--- src/sv/q2e_isqrt_cell.sv ---
`timescale 1ns / 1ps
// ---------------------------------------------------------------------------
// q2e_isqrt_cell: one step of the restoring square root
// Settles one result bit per cell and hands the remainder on.
// ---------------------------------------------------------------------------
`default_nettype none
module q2e_isqrt_cell (
  input  wire logic        clk,
  input  wire logic        en,
  input  wire logic [4:0]  step,
  input  wire logic [57:0] rem_in,
  input  wire logic [28:0] root_in,
  output      logic [57:0] rem,
  output      logic [28:0] root
);
  // Bit weight of this step is 4^(28-step) against res<<1 form.
  logic [5:0]  sh;
  logic [57:0] trial;
  logic [57:0] bitv;
  always_comb begin
    sh    = 6'd29 - {1'b0, step};
    bitv  = 58'd1 << {sh - 6'd1, 1'b0};
    trial = ({29'd0, root_in} << sh) + bitv;
  end
  always_ff @(posedge clk) begin
    if (en) begin
      if (rem_in >= trial) begin
        rem  <= rem_in - trial;
        root <= root_in | (29'd1 << (sh - 6'd1));
      end else begin
        rem  <= rem_in;
        root <= root_in;
      end
    end
  end
endmodule
`default_nettype wire

--- config.mk ---
export PLATFORM = sky130hd
export DESIGN_NAME = q2e_isqrt_cell
export DESIGN_NICKNAME = d
export VERILOG_FILES = /design/src/sv/q2e_isqrt_cell.sv
export SDC_FILE = /design/constraint.sdc
export NUM_CORES = 1
export LEC_CHECK = 0
export CORE_ASPECT_RATIO = 1.25
export CORE_MARGIN = 4
export CORE_UTILIZATION = 60
export DETAILED_ROUTE_END_ITERATION = 7
export DONT_BUFFER_PORTS = 1
export GPL_TIMING_DRIVEN = 0
export PLACE_DENSITY = 0.77
export SLEW_MARGIN = 10
export SYNTH_ARGS = -nofsm -noshare
export SYNTH_HDL_FRONTEND = slang
export SYNTH_SLANG_ARGS = --single-unit
export TNS_END_PERCENT = 10
--- constraint.sdc ---
create_clock -name clk -period 9.85 [get_ports clk]
set_input_delay 1.4775 -clock clk [delete_from_list [all_inputs] [get_ports clk]]
set_output_delay 1.4775 -clock clk [all_outputs]
set_load 0.01 [all_outputs]
==> metrics.md, run 1 <==
| Metric | Value |
|---|---|
| Compound-Gate Fraction of Synth Area | 0.252 |
| Reg area | 0.00261 sq mm |
| Combinational power share | 0.531 |
| Multi-input logic area | 0.00922 sq mm |
| First-pass GRT wire length | approximately 65000 microns |
| Net Sw Frac | 0.429 |
| Most frequent cells in the layout | nand2_1 (143), nor2_1 (129), a21oi_1 (113) |
| Largest family of logic cells by synthesized area | compound AO/OA/AOI/OAI gates |
| Vias per cell | a little under 7 |
| Setup TNS | 0 ns |
| Vias post-DR | between 10000 and 15000 |
| CTS root buffer | clkbuf_16 |
| Pre-CTS setup slack | -0.903 ns |
| Clock-pin slew on the worst setup and hold paths | 0.08 ns |
| Layout area overhead | 5.58% |
| PortBufs | 0 |
| Seq/Total Area, Yosys | 0.212 |
| FFs w/ async S/R, synth | 0 |
| Cells after DPL | 1702 |
| Placement Rows | just under 60 |
| Final Net Count | 1626 |
| XOR/XNOR Fraction of Synth Area | 0.0771 |
| Gate Count Post-Synth | ~1400 |
| Status | complete, no violations |
| Critical path class | input pin to flip-flop |
| Wire length per cell | about 25 microns |
| Worst hold path class | input pin to flip-flop |
| Post-Synth Simple-Gate Area | 0.185 |
| Layout Cells excl Fill | roughly 1700 |
| Pleak | 0.00505 uW |
| Worst path max stage delay | 0.54 ns |
| CTS sink cnt | a little under 90 |
| Placement Cell Area | 0.0127 sq mm |
| Drt initial violations | 1104 |
| Worst VDD drop | about 0.12 mV |
| # fillers | about 1800 |
| F_max | roughly 0.10 GHz |
| Max_cap viols | 0 |
| Tmin final | 9.60 ns |
| Die width | 136 microns |
| Adder-cell share of the synthesized area | 0.0940 |
| Nature of the critical path endpoint | flip-flop |
| Crit-path max FO | 19 |
| Arrival time at the worst endpoint | 9.79 ns |
| Synth Flop Type | edfxtp_1 |
| Starting Density | 0.611 |
| I/O Pins | 181 |
| DRC | 0 |
| Longest Clk Path Bufs | 2 |
| Initial DRT Pass Iterations | 8 |
| Slew at the pin with the worst max-slew slack | 1.24 ns |
| Vias in the first global route | 11478 |
| Initial antenna violation count | 0 |
| Clock buffer count from CTS | 9 |
| GR Overflow Total | 0 |
| Setup slack after layout | 0.254 ns |
| Startpoint types | input pin |
| Critical-path top delay cell | a221oi_1 |
| Design area | around 0.013 sq mm |
| Seq cells post-synth | 87 |
| Largest net degree at the start of global routing | 88 |
| Fin crit share | 0.974 |
| Total track usage | 0.363 |
| Syn_nets | 1618 |
| DIE AREA | 0.0229 sq mm |
| Max Slew Vio Count | 0 |
| ANT cells | 0 |
| WL final | approximately 42000 microns |
| Post-synthesis mux area share | 0.135 |
| GPL Wtd Cong | roughly 1.0 |
| CTS tree | built |
| HPWL after detailed placement | 33400 microns |
| Most common cell after layout, fill and taps aside | nand2_1 |
| P per Cell Area | 153 mW/mm^2 |
| Seq pwr share | 0.288 |
| Critical Path Most Common Cell | buf_6 |
| Switching power | 852 uW |
| Core area | 0.0202 sq mm |
| Pint | 1130 uW |
| H-tree Lvls | 3 |
| Clock power share | 0.181 |
| CP Data Required Time | 10.05 ns |
| Cell variety after synth | 104 |
| Final setup vio count | 0 |
| Number of synthesized flops with an enable pin | 87 |
| Final ANT Viol Nets | 0 |
| Die height | 168 microns |
| Post-synthesis cell area | 0.0123 sq mm |
| Worst hold path depth | 0 |
| Hold Fails Final Rpt | 0 |
| Mean Syn Cell Area | ~8.6 sq um |
| Max_slew headroom | 0.165 |
| Synth warn | 0 |
| Share of cells above drive strength 1 | 0.162 |
## worst max-delay path: cells and delay by family
family	cells	cell delay, ns
adder cells (fa/ha/maj)	3	1.21
multiplexers	1	0.24
AO/OA/AOI/OAI	11	3.14
buffers and inverters	10	2.08
AND/OR/NAND/NOR	11	1.62
## cells by family after synthesis
kind of cell,after synthesis
AO/OA/AOI/OAI,446
XOR/XNOR,105
adder cells (fa/ha/maj),92
buffers and inverters,109
flip-flops,87
multiplexers,119
AND/OR/NAND/NOR,474
## cell usage after synthesis, types with 9 or more instances
library cell,n,share of area
a211oi_1,14,0.0085
a21o_1,50,0.030
a21oi_1,113,0.046
a31o_2,29,0.021
a31oi_1,29,0.015
and2_1,20,0.010
and3_1,18,0.0091
buf_1,10,0.0030
buf_2,9,0.0037
buf_4,12,0.0073
buf_6,11,0.010
clkbuf_1,35,0.011
edfxtp_1,87,0.21
ha_1,91,0.092
inv_1,28,0.0085
mux2_2,68,0.062
mux2i_1,21,0.017
mux4_2,26,0.048
nand2_1,143,0.044
nand2b_1,15,0.0076
nand3_1,36,0.015
nand4_1,29,0.015
nor2_1,129,0.039
nor2b_1,13,0.0066
nor3_1,20,0.0081
o211ai_1,10,0.0061
o21a_1,12,0.0073
o21ai_0,61,0.025
o21ai_1,11,0.0045
o21bai_1,17,0.010
o22ai_1,11,0.0056
o31ai_1,9,0.0055
or2_2,9,0.0046
or3_1,11,0.0056
xnor2_1,62,0.044
xor2_1,39,0.028
## final timing paths
path | endpoint | slack, ns | from
setup / recovery | rem[0] | 0.25 | step[1]
hold / removal | rem[53] | 1.22 | en
## power groups by stage
stage               clock, uW  sequential (uW)  combinational, uW
global route              373              580               1140
floorplan                   0              570                787
global placement            0              581               1010
detailed placement          0              582               1020
finish                    360              572               1050
CTS                       363              575               1020
## state kept, by name (all words and copies together) (netlist names)
name  cells
rem      58
root     29
## stage by stage
step                      total power [uW]  hold slack [ns]  utilization
after floorplan                       1360             1.59            -
after global placement                1590             1.60        0.628
after detailed placement              1600             1.60        0.628
after CTS                             1960             1.22        0.641
after global routing                  2100             1.22        0.645
final                                 1990             1.22        0.645
## cell type report
class,instances,area share
clock buffer,10,0.0176
clock inverter,6,0.00471
inverter,31,0.00894
multi-input combinational,1236,0.709
buffer,73,0.0323
sequential,87,0.201
tap,270,0.0260
timing repair buffer,2,0.00115
## layer usage
layer	global-route usage	vias up	part of all wire	wire, microns
li1	-	5467	-	-
met1	0.443	5580	0.39	16400
met2	0.575	664	0.46	19300
met3	0.0923	155	0.089	3790
met4	0.212	0	0.067	2850
met5	0	-	0	0
## repair_timing
action / in CTS / in global routing
endpoints found under the hold margin: 0 / 0
buffers inserted: 0 / 2
hold buffers: 0 / 0
endpoints found under the setup margin: 87 / 87
gates resized for setup: 1 / 22
pin swaps: 0 / 3
No activity file was read; power rests on OpenSTA's default activity.
==> run 2, diff against run 1 <==
ABC_AREA = 1   (was not set)
==> run 2 against run 1 <==
  * Core utilization is essentially flat
  * Critical path type unchanged
  * Largest power group unchanged
  * First-iteration DRC count grew 44%
  * Fmax is 0.85% higher
  * Hold slack improved by 0.0049 ns
==> metrics.md, run 2 <==
| Metric | Value |
|---|---|
| Crit-path max FO | 11 (-8) |
| Initial DRT Pass Iterations | 8 (unchanged) |
| Hold Buf Count CTS | 0 (unchanged) |
| GPL Wtd Cong | 1.10 (+8.3%) |
| Slew at the pin with the worst max-slew slack | 0.780 ns (-0.457 ns) |
| Synth Flop Type | edfxtp_1 |
| Worst VDD drop | 0.104 mV (-14%) |
| F_max | 0.105 GHz (+0.85%) |
| Mean Syn Cell Area | 5.96 sq um (-31%) |
| Share of cells above drive strength 1 | 0.0464 (-0.115) |
| Placement Rows | 60 (+3.4%) |
| Clock-pin slew on the worst setup and hold paths | 0.07 ns (about the same) |
| Cells after DPL | 2524 (+48%) |
| WL final | 53700 microns (+27%) |
| Layout Cells excl Fill | 2540 (+48%) |
| PortBufs | 0 (unchanged) |
| Seq cells post-synth | 87 (unchanged) |
| Top post-synthesis cells by count | nand2_1 (700), inv_1 (283), nor2_1 (233) |
| Final ANT Viol Nets | 0 (unchanged) |
| # fillers | 2103 (+17%) |
| RSZ-0062 raised after global routing | no |
| Most frequent cells in the layout | nand2_1 (700), inv_1 (283), nor2_1 (233) |
| Max_slew headroom | 0.480 (+0.315) |
| Seq/Total Area, Yosys | 0.195 (-0.0168) |
| Number of synthesized flops with an enable pin | 87 (unchanged) |
| Nature of the critical path endpoint | flip-flop |
| Max Slew Vio Count | 0 (unchanged) |
| Critical path class | input pin to flip-flop |
| Largest registers | rem (58), root (29) |
| Wire length per cell | 21.2 microns (-14%) |
| Synth warn | 0 (unchanged) |
| Vias post-DR | 15732 (+33%) |
| Tmin final | 9.52 ns (-0.0811 ns) |
| Post-CTS Setup Repair Bufs | 0 (unchanged) |
| Largest cells by area after synthesis | nand2_1 (20%), edfxtp_1 (20%), nand3_1 (8.6%) |
| Most common cell after layout, fill and taps aside | nand2_1 |
| Final setup vio count | 0 (unchanged) |
| Arrival time at the worst endpoint | 9.61 ns (-0.18 ns) |
| Status | complete, no violations |
| Vias per cell | 6.19 (-10%) |
| Starting Density | 0.615 (+0.00406) |
| Largest family of logic cells by synthesized area | simple AND/OR/NAND/NOR gates |
| Cell variety after synth | 54 (-48%) |
| I/O Pins | 181 (unchanged) |
| Largest area contributor in the netlist | nand2_1 |
| CP Data Required Time | 9.94 ns (-0.11 ns) |
| Max reg flops | 58 (unchanged) |
| Gate Count Post-Synth | 2245 (+57%) |
| Vias in the first global route | 15173 (+32%) |
| Worst hold path class | input pin to flip-flop |
| Core area | 0.0218 sq mm (+7.9%) |
| Critical Path Most Common Cell | inv_1 |
| Largest net degree at the start of global routing | 88 (unchanged) |
| Critical-path top delay cell | clkbuf_1 |
| Post-Synth Simple-Gate Area | 0.410 (+0.225) |
| HPWL after detailed placement | 44800 microns (+34%) |
| DRC | 0 (unchanged) |
| Die width | 142 microns (+4.0%) |
| Post-synthesis cell area | 0.0134 sq mm (+8.6%) |
| Longest Clk Path Bufs | 2 (unchanged) |
| Layout area overhead | 4.89% |
| CTS sink cnt | 87 (unchanged) |
| P per Cell Area | 139 mW/mm^2 (-8.6%) |
| Startpoint types | input pin |
| Largest Register | rem |
| Setup TNS | 0 ns (unchanged) |
| Fin crit share | 0.966 (-0.00823) |
| DIE AREA | 0.0248 sq mm (+8.2%) |
| FFs w/ async S/R, synth | 0 (unchanged) |
| Count leader, synth | nand2_1 |
| Hold Fails Final Rpt | 0 (unchanged) |
| Final Net Count | 2442 (+50%) |
| Multi-input logic area | 0.00936 sq mm (+1.5%) |
| First-pass GRT wire length | 81600 microns (+26%) |
| CTS tree | built |
| Adder-cell share of the synthesized area | 0.0866 (-0.00747) |
| Top-area cell type share of the netlist area | 0.196 (-0.0157) |
| GR Overflow Total | 0 (unchanged) |
| ANT cells | 0 (unchanged) |
| Die height | 175 microns (+4.0%) |
| H-tree Lvls | 3 (unchanged) |
| Clock buffer count from CTS | 9 (unchanged) |
| Fin Hold WS | 1.23 ns (+0.00494 ns) |
| Tot Pwr | 1960 uW (-1.4%) |
| Worst path max stage delay | 0.58 ns (+0.04 ns) |
| PostCTS Resize Cnt | 0 (-1) |
| Drt initial violations | 1595 (+44%) |
| Initial antenna violation count | 0 (unchanged) |
| Max_cap viols | 0 (unchanged) |
| Reg area | 0.00261 sq mm (unchanged) |
| Total track usage | 0.424 (+0.0615) |
| Syn_nets | 2431 (+50%) |
| Post-synthesis mux area share | 0.0105 (-0.124) |
| Pleak | 0.00664 uW (+31%) |
| Final core area utilization | 0.645 (about the same) |
| CTS root buffer | clkbuf_16 |
| XOR/XNOR Fraction of Synth Area | 0.0477 (-0.0294) |
| Compound-Gate Fraction of Synth Area | 0.144 (-0.108) |
-- run 2: cell types whose count changed after synthesis, sizes merged, moves of 18 or more --
cell | before | now
mux2 | 68 | 0
a31o | 35 | 0
and3 | 20 | 2
nor3 | 21 | 39
nand2 | 143 | 713
o21ai | 75 | 151
nand3 | 37 | 235
nor2 | 130 | 250
xnor2 | 65 | 28
and2 | 21 | 1
inv | 31 | 298
mux4 | 29 | 0
a21o | 50 | 26
-- run 2: power breakdown --
group | switching (uW) | leakage [uW] | internal (uW)
logic | 694 | 0.00564 | 316
clock network | 182 | 0.000142 | 200
registers | 60.2 | 0.000850 | 507
total | 936 | 0.00664 | 1020
-- run 2: worst paths after layout --
kind	startpoint	end	slack, ns	cells past startpoint
worst max-delay path	step[1]	rem[48]	0.33	37
worst min-delay path	en	root[22]	1.23	0
-- run 2: cells by family after synthesis --
group	after synthesis
flops	87
simple gates	1283
compound gates	343
xor+xnor	72
buf+inv	354
mux	14
fa+ha+maj	92
-- run 2: final cells by class --
type                       count  area share
tap                          279      0.0249
multi-input combinational   1804       0.667
clock buffer                  10      0.0163
inverter                     301      0.0808
buffer                        53      0.0203
clock inverter                 6     0.00499
sequential                    87       0.186
-- run 2: metrics by stage --
| stage | area, sq um | setup slack (ns) |
|---|---|---|
| 2_1_floorplan | 13400 | 2.74 |
| 6_report | 14000 | 0.335 |
| 4_1_cts | 14000 | 0.663 |
| 3_3_place_gp | 13700 | 0.330 |
| 3_5_place_dp | 13700 | 0.314 |
| 5_1_grt | 14000 | 0.0126 |
-- run 2: worst max-delay path, delay by kind of cell --
kind / cells / cell delay [ns]
buffers and inverters: 15 / 3.36
and+or+nand+nor: 10 / 1.72
AOI/OAI and AO/OA: 7 / 1.34
adders and majority gates: 3 / 0.94
xor gates and xnor gates: 2 / 0.75
-- run 2: metal layers --
metal | GRT usage | vias to the layer above | routed length, microns
met1 | 0.465 | 7033 | 19000
met2 | 0.712 | 989 | 24900
li1 | - | 7410 | -
met5 | 0 | - | 0
met4 | 0.340 | 0 | 5360
met3 | 0.0758 | 300 | 4520
